**config.mk**
```make
export PLATFORM = sky130hd
export DESIGN_NAME = nctv_ctrl
export DESIGN_NICKNAME = d
export VERILOG_FILES = /design/src/sv/nctv_pkg.sv /design/src/sv/nctv_ctrl.sv
export SDC_FILE = /design/constraint.sdc
export NUM_CORES = 1
export LEC_CHECK = 0
export BUFFER_PORTS_ARGS = -buffer_cell sky130_fd_sc_hd__buf_2
export CAP_MARGIN = 20
export CORE_MARGIN = 8
export CORE_UTILIZATION = 46
export DETAILED_ROUTE_END_ITERATION = 10
export PLACE_DENSITY = 0.85
export SETUP_SLACK_MARGIN = 0.5
export SLEW_MARGIN = 5
export SYNTH_ARGS = -nofsm -noshare
export SYNTH_HDL_FRONTEND = slang
export SYNTH_SLANG_ARGS = --single-unit
```
**constraint.sdc**
```tcl
create_clock -name clock -period 2.02 [get_ports clock]
set_input_delay 0.303 -clock clock [delete_from_list [all_inputs] [get_ports clock]]
set_output_delay 0.303 -clock clock [all_outputs]
set_load 0.01 [all_outputs]
```
**src/sv/nctv_pkg.sv**
```systemverilog
// ----------------------------------------------------------------------------
// Note-to-CV glide lane package
// Shared constants, codes, command/status types and a helper function.
// ----------------------------------------------------------------------------
package nctv_pkg;

   localparam int MinPitch = 24;
   localparam int DacMaxMv = 5000;

   localparam int CvW     = 13;
   localparam int CsrIdxW = 3;
   localparam int CsrDatW = 16;
   localparam int QuotW   = 21;

   // floor(y / 127) = (y * LevelRecip) >> 19 for y < 4096
   localparam logic [12:0] LevelRecip = 13'd4129;

   localparam logic [4:0] DivStepsWide = 5'd21;
   localparam logic [4:0] DivStepsRamp = 5'd13;

   localparam logic [1:0] FUNC_START = 2'd0;
   localparam logic [1:0] FUNC_SET   = 2'd1;
   localparam logic [1:0] FUNC_STOP  = 2'd2;
   localparam logic [1:0] FUNC_TICK  = 2'd3;

   localparam logic [CsrIdxW-1:0] REG_LANE_SECOND = 3'd0;
   localparam logic [CsrIdxW-1:0] REG_MODE_BITS   = 3'd1;
   localparam logic [CsrIdxW-1:0] REG_DETUNE      = 3'd2;
   localparam logic [CsrIdxW-1:0] REG_BEND_RANGE  = 3'd3;
   localparam logic [CsrIdxW-1:0] REG_OFFSET      = 3'd4;
   localparam logic [CsrIdxW-1:0] REG_MV_PER_SEMI = 3'd5;
   localparam logic [CsrIdxW-1:0] REG_GLIDE_MS    = 3'd6;

   localparam int MODE_GLIDE_OFF = 0;
   localparam int MODE_BEND_OFF  = 1;
   localparam int MODE_LEGATO    = 2;
   localparam int MODE_CHROMATIC = 3;
   localparam int MODE_PROP      = 4;

   typedef struct packed {
      logic load;
      logic note_rel;
      logic note_mul;
      logic note_clamp;
      logic set_cv;
      logic gap_start;
      logic ramp_fixed;
      logic ramp_prop;
      logic stop;
      logic tick;
      logic eval_end;
      logic ramp_mul;
      logic ramp_div;
      logic quant_start;
      logic cv_from_div;
      logic quant_mul;
      logic quant_clamp;
      logic result;
   } cmd_type;

   typedef struct packed {
      logic [1:0] func;
      logic       ramp_on;
      logic       ramp_end;
      logic       no_glide;
      logic       prop;
      logic       chrom;
      logic       div_busy;
      logic       rsp_free;
   } sts_type;

   typedef enum logic [13:0] {
      S_IDLE   = 14'b00000000000001,
      S_NOTE   = 14'b00000000000010,
      S_MUL    = 14'b00000000000100,
      S_CLAMP  = 14'b00000000001000,
      S_ROUTE  = 14'b00000000010000,
      S_GAPW   = 14'b00000000100000,
      S_PLEN   = 14'b00000001000000,
      S_EVAL   = 14'b00000010000000,
      S_RDIV   = 14'b00000100000000,
      S_RWAIT  = 14'b00001000000000,
      S_QWAIT  = 14'b00010000000000,
      S_QMUL   = 14'b00100000000000,
      S_QCLAMP = 14'b01000000000000,
      S_DONE   = 14'b10000000000000
   } state_type;

   function automatic logic [CvW-1:0] clamp_mv(input logic signed [31:0] mv);
      logic [CvW-1:0] r;
      if (mv < 0) begin
         r = '0;
      end else if (mv > DacMaxMv) begin
         r = CvW'(DacMaxMv);
      end else begin
         r = mv[CvW-1:0];
      end
      return r;
   endfunction

endpackage

```
**src/sv/nctv_ctrl.sv**
```systemverilog
// ----------------------------------------------------------------------------
// Note-to-CV controller
// Sequences note, glide and tick work on the datapath, one item at a time.
// ----------------------------------------------------------------------------
module nctv_ctrl (
   input  logic              clock,
   input  logic              reset,
   input  logic              req_valid,
   output logic              req_ready,
   input  nctv_pkg::sts_type sts,
   output nctv_pkg::cmd_type cmd
);
   import nctv_pkg::*;

   state_type state_ff, state_in;

   always_comb begin
      state_in = state_ff;
      cmd      = '0;
      case (state_ff)
         S_IDLE: begin
            if (req_valid) begin
               cmd.load = 1'b1;
               state_in = S_NOTE;
            end
         end
         S_NOTE: begin
            case (sts.func)
               FUNC_STOP: begin
                  cmd.stop = 1'b1;
                  state_in = S_DONE;
               end
               FUNC_TICK: begin
                  if (sts.ramp_on) begin
                     cmd.tick = 1'b1;
                     state_in = S_EVAL;
                  end else begin
                     state_in = S_DONE;
                  end
               end
               default: begin
                  cmd.note_rel = 1'b1;
                  state_in     = S_MUL;
               end
            endcase
         end
         S_MUL: begin
            cmd.note_mul = 1'b1;
            state_in     = S_CLAMP;
         end
         S_CLAMP: begin
            cmd.note_clamp = 1'b1;
            state_in       = S_ROUTE;
         end
         S_ROUTE: begin
            if (sts.func == FUNC_SET || sts.no_glide) begin
               cmd.set_cv = 1'b1;
               state_in   = S_DONE;
            end else if (sts.prop) begin
               cmd.gap_start = 1'b1;
               state_in      = S_GAPW;
            end else begin
               cmd.ramp_fixed = 1'b1;
               state_in       = S_EVAL;
            end
         end
         S_GAPW: begin
            if (!sts.div_busy) begin
               state_in = S_PLEN;
            end
         end
         S_PLEN: begin
            cmd.ramp_prop = 1'b1;
            state_in      = S_EVAL;
         end
         S_EVAL: begin
            if (sts.ramp_end) begin
               cmd.eval_end = 1'b1;
               state_in     = S_DONE;
            end else begin
               cmd.ramp_mul = 1'b1;
               state_in     = S_RDIV;
            end
         end
         S_RDIV: begin
            cmd.ramp_div = 1'b1;
            state_in     = S_RWAIT;
         end
         S_RWAIT: begin
            if (!sts.div_busy) begin
               if (sts.chrom) begin
                  cmd.quant_start = 1'b1;
                  state_in        = S_QWAIT;
               end else begin
                  cmd.cv_from_div = 1'b1;
                  state_in        = S_DONE;
               end
            end
         end
         S_QWAIT: begin
            if (!sts.div_busy) begin
               state_in = S_QMUL;
            end
         end
         S_QMUL: begin
            cmd.quant_mul = 1'b1;
            state_in      = S_QCLAMP;
         end
         S_QCLAMP: begin
            cmd.quant_clamp = 1'b1;
            state_in        = S_DONE;
         end
         S_DONE: begin
            if (sts.rsp_free) begin
               cmd.result = 1'b1;
               state_in   = S_IDLE;
            end
         end
         default: begin
            state_in = S_IDLE;
         end
      endcase
   end

   always_ff @(posedge clock) begin
      if (reset) begin
         state_ff <= S_IDLE;
      end else begin
         state_ff <= state_in;
      end
   end

   assign req_ready = state_ff == S_IDLE;

endmodule

```
# == Yosys cells after proc, flatten, opt, wreduce, memory -nomap -nowiden ==
# Index checks and enable logic that the tools add are counted.
# op_classes
muxes,40
n_reduce_logical,3
n_eq_ne,22
# ops
operator,n
14-bit one-hot mux with 14 select lines,1
14-bit 2-to-1 mux,9
14-bit one-hot mux with 2 select lines,1
1-bit 2-to-1 mux,22
14-bit by 1-bit == test with 1-bit output (second input constant),1
14-bit by 10-bit == test with 1-bit output (second input constant),1
14-bit by 11-bit == test with 1-bit output (second input constant),1
14-bit by 12-bit == test with 1-bit output (second input constant),1
14-bit by 13-bit == test with 1-bit output (second input constant),1
14-bit == test (second input constant),1
14-bit by 2-bit == test with 1-bit output (second input constant),1
14-bit by 3-bit == test with 1-bit output (second input constant),1
14-bit by 4-bit == test with 1-bit output (second input constant),1
14-bit by 5-bit == test with 1-bit output (second input constant),1
14-bit by 6-bit == test with 1-bit output (second input constant),1
14-bit by 7-bit == test with 1-bit output (second input constant),1
14-bit by 8-bit == test with 1-bit output (second input constant),1
14-bit by 9-bit == test with 1-bit output (second input constant),1
2-bit 2-to-1 mux,5
2-bit inequality test (second input constant),5
8-bit 2-to-1 mux,1
5-bit AND reduction,1
2-bit == test (second input constant),2
3-bit 2-to-1 mux,1
3 further kinds,3
# word_totals
wordCells,66
register_bits,14
out_inout_bits,19
inputBits,12

# == Logic depth before layout (Yosys ltp) ==
# depth
ltp_word,4
mapped_depth,7
mapped_depth_nobuf,6

# == Worst setup path before layout ==
# No wires, ideal clock.
# synth_timing
path_type,register to output
startpoint,register state_ff[0]
endpoint,output port cmd[3] (netlist name)
required_time_ns,1.717
stages_incl_launch_ff,7
arrival_time_ns,1.732
slack_ns,-0.015
path_cell_list,dfxtp_1 > buf_6 > or4_4 > nor2_1 > nand2_1 > nor4b_4 > nor2b_1
# synth_rtl
item,line_no,source
from (decl),nctv_ctrl.sv:15,"state_type state_ff, state_in;"
from (signal assigned),nctv_ctrl.sv:129,state_ff <= state_in;
to (decl),nctv_ctrl.sv:11,output nctv_pkg::cmd_type cmd

==> out/qor.csv <==
stage;metric;value;unit
outcome;status;complete, but fails checks;
outcome;failed_checks;setup timing;
clocking;cts_buffer_depth;2;
clocking;path_clk_slew;0.11;ns
clocking;cts_htree_levels;1;
floorplan;die-area;4211;µm²
layout;regArea;291.5;µm²
sta;drv_slew;0;
sta;max_freq;0.4152;GHz
placed_design;place_congestion;0.9104;
sta;skew;0.005918;ns
sta;worstMarginPinSlew;0.5277;ns
setup_path;critPathRequiredTime;1.72;ns
layout;reg.largest.list;state_ff: 14 flops;
logic_synthesis;synthXorXnorAreaFrac;0.03982;
layout;largest-register;state_ff;
logic_synthesis;synth_top_area_cell;dfxtp_1;
global_route;grt_start_max_net_pins;12;
drt;dr.pass1.iters;5;
layout;drive_above_1_share;0.6837;
setup_path;r2r_start;state_ff[11];
setup_path;path_class;flip-flop to primary output;
logic_synthesis;synth_area;1100;µm²
floorplan;rows;17;
logic_synthesis;async_flop_share;0;
clocking;numCtsBuffers;3;
pwr;p_leak;0.9291;nW
worst_hold_path;holdCritStartpoint;sts[5];
pwr;powerDensity;367.0;nW/µm²
setup_path;r2r_cells;10;
drt;vias;1692;
global_route;grt_pass1_wl;7383;µm
logic_synthesis;synth_area_leaders;dfxtp_1 (25%), nor2_1 (5.8%), nor3_1 (4.1%), nor4_4 (3.9%), and3_1 (3.4%);
layout;nets;228;
clocking;clk_latency;0.30;ns
sta;setup_ws;-0.3886;ns
logic_synthesis;synth_seq_cells;14;
placed_design;dp_hpwl;2540;µm
drt;drc_errors;0;
sta;rsz0062_at_grt;true;
setup_path;r2r-end;state_ff[10];
flow_run;cap_violations;0;
sta;relSlewSlack;0.6432;
clocking;tritoncts;done;
worst_hold_path;hold_class;primary input to flip-flop;
worst_hold_path;worstHoldPathCells;2;
logic_synthesis;synth_top_family_by_area;simple AND/OR/NAND/NOR gates;
floorplan;coreArea;2233;µm²
setup_path;endpoint_kind;primary output;
global_route;antenna_found_initial;0;
layout;fin_area;2087;µm²
logic_synthesis;synth_seq_area_share;0.2548;
logic_synthesis;yosysTopAreaCellShare;0.2548;
pwr;total_power;0.7659;mW
logic_synthesis;synthesis.nets;154;
layout;diodes;0;
setup_path;start_kind;flip-flop;
clocking;cts_root_buffer;clkbuf_4;
sta;period_minus_slack;2.409;ns
drt;vias_per_cell;6.963;
drt;routed_wl;6261;µm
sta;finalHoldWorstSlack;0.2114;ns
layout;fillers;71;
logic_synthesis;netlist_instances;142;
global_route;grt_overflow_total;0;
setup_path;arrival;2.11;ns
floorplan;start_util;0.4924;
worst_hold_path;min_to;state_ff[8];
logic_synthesis;synth_fa_ha_area_frac;0;
global_route;grt_use_total;0.2177;
placed_design;numPortBuffers;30;
logic_synthesis;synth-simple-area-share;0.5097;
pwr;ir_drop;0.4161;mV
floorplan;die_h;64.90;µm
drt;drtIter0Drc;158;
drt;wl_per_cell;25.77;µm
sta;hold_violations;0;
logic_synthesis;synth_edf_count;0;
layout;multi_input_area;1049;µm²
logic_synthesis;synth_warnings;0;
clocking;clock_sinks;14;
sta;setup_viol;24;
layout;area_growth;89.76;%
layout;largest_reg_flops;14;
setup_path;path_max_fanout;4;
sta;tns;-3.897;ns
sta;period_share;1.192;
clocking;hold_buffers;0;
logic_synthesis;syn_avg_cell_area;7.745;µm²
floorplan;pin_count;31;
logic_synthesis;synthFlopType;dfxtp_1;
setup_path;reg2reg_slack;-0.07;ns
logic_synthesis;synthMuxAreaShare;0.01024;
drt;drtAntennaViolNets;0;
logic_synthesis;synth_compound_area_frac;0.1104;
logic_synthesis;yosysUniqueCellTypes;46;
placed_design;postPlaceCellArea;1405;µm²
floorplan;die_x;64.90;µm
global_route;grt_pass1_vias;1440;
## what timing repair did
item,in CTS,in global routing
buffers inserted,15,20
setup endpoints to repair,31,33
gates resized for setup,50,33
gates cloned,0,0
pin swaps,16,21
## cell type report
class | count | share of cell area
Clock buffer | 4 | 0.01739
Inverter | 6 | 0.01079
Multi-Input combinational cell | 110 | 0.5024
Sequential cell | 14 | 0.1397
Tap cell | 28 | 0.01679
Timing Repair Buffer | 81 | 0.3129
## worst max-delay path: stages, from the launching register on
cell      delay (ns)
dfxtp_2         0.35
or4_4           0.60
nor4_4          0.32
nand3b_4        0.15
buf_4           0.16
nor2_2          0.08
buf_2           0.14
## report_power, final
group,switching [mW],leakage (nW),internal [mW]
registers,0.00403,0.118,0.280
clock network,0.115,0.0210,0.110
logic,0.139,0.790,0.117
## routing by layer
metal  track usage  wire [µm]  vias to the layer above
met5             0          0                        -
met4        0.1253        465                        0
met3       0.04296        559                       53
met2        0.3652       2899                      163
met1        0.2515       2337                      805
li1              -          -                      671
## synthesized netlist by cell type (2+ instances only)
master	n
nor2_1	17
dfxtp_1	14
nor3_1	9
nand2_1	7
a21oi_1	6
and3_1	6
clkbuf_1	6
inv_1	6
nor4_1	6
and2_1	5
nand3_1	4
nor4b_1	4
xor2_1	4
buf_2	3
nand4_1	3
o21ai_0	3
a31oi_1	2
and4_1	2
and4b_1	2
nand2b_1	2
nand3b_1	2
nand4b_1	2
nor3b_1	2
nor4_4	2
or4_4	2
## placed cells by master, fill, tap and decap left out, types with 4 or more instances in the layout
| master | synthesis | final |
|---|---|---|
| buf_4 | 1 | 38 |
| buf_6 | 1 | 22 |
| buf_2 | 3 | 20 |
| dfxtp_2 | 0 | 9 |
| nor2_1 | 17 | 8 |
| nor4_4 | 2 | 6 |
| nor2_4 | 0 | 6 |
| inv_1 | 6 | 6 |
| nor3_4 | 0 | 5 |
| dfxtp_1 | 14 | 5 |
| and3_4 | 0 | 4 |
| nor3_2 | 1 | 4 |
| nand2_1 | 7 | 4 |
| xor2_1 | 4 | 4 |
## metrics by stage
stage,worst slack [ns],std cells,util
floorplan,0.06796,142,-
global route,-0.4361,243,0.9345
finish,-0.3886,243,0.9345
CTS,-0.2802,223,0.8000
detailed placement,0.01098,204,0.6291
global placement,0.03645,204,0.6291
## kinds of logic after synthesis
kind of cell	Yosys count
AND/OR/NAND/NOR	85
multiplexers	1
XOR/XNOR	5
AO/OA/AOI/OAI	19
flip-flops	14
buffers and inverters	18
## how the worst max path moves through the flow
stage / startpoint / to / slack, ns
after floorplan: state_ff[0] / cmd[3] / 0.07
after global placement: state_ff[0] / cmd[3] / 0.04
after detailed placement: state_ff[0] / cmd[3] / 0.01
after CTS: state_ff[10] / cmd[12] / -0.28
after global routing: state_ff[3] / cmd[13] / -0.44
final: state_ff[3] / cmd[13] / -0.39
No activity file was read; power rests on OpenSTA's default activity.
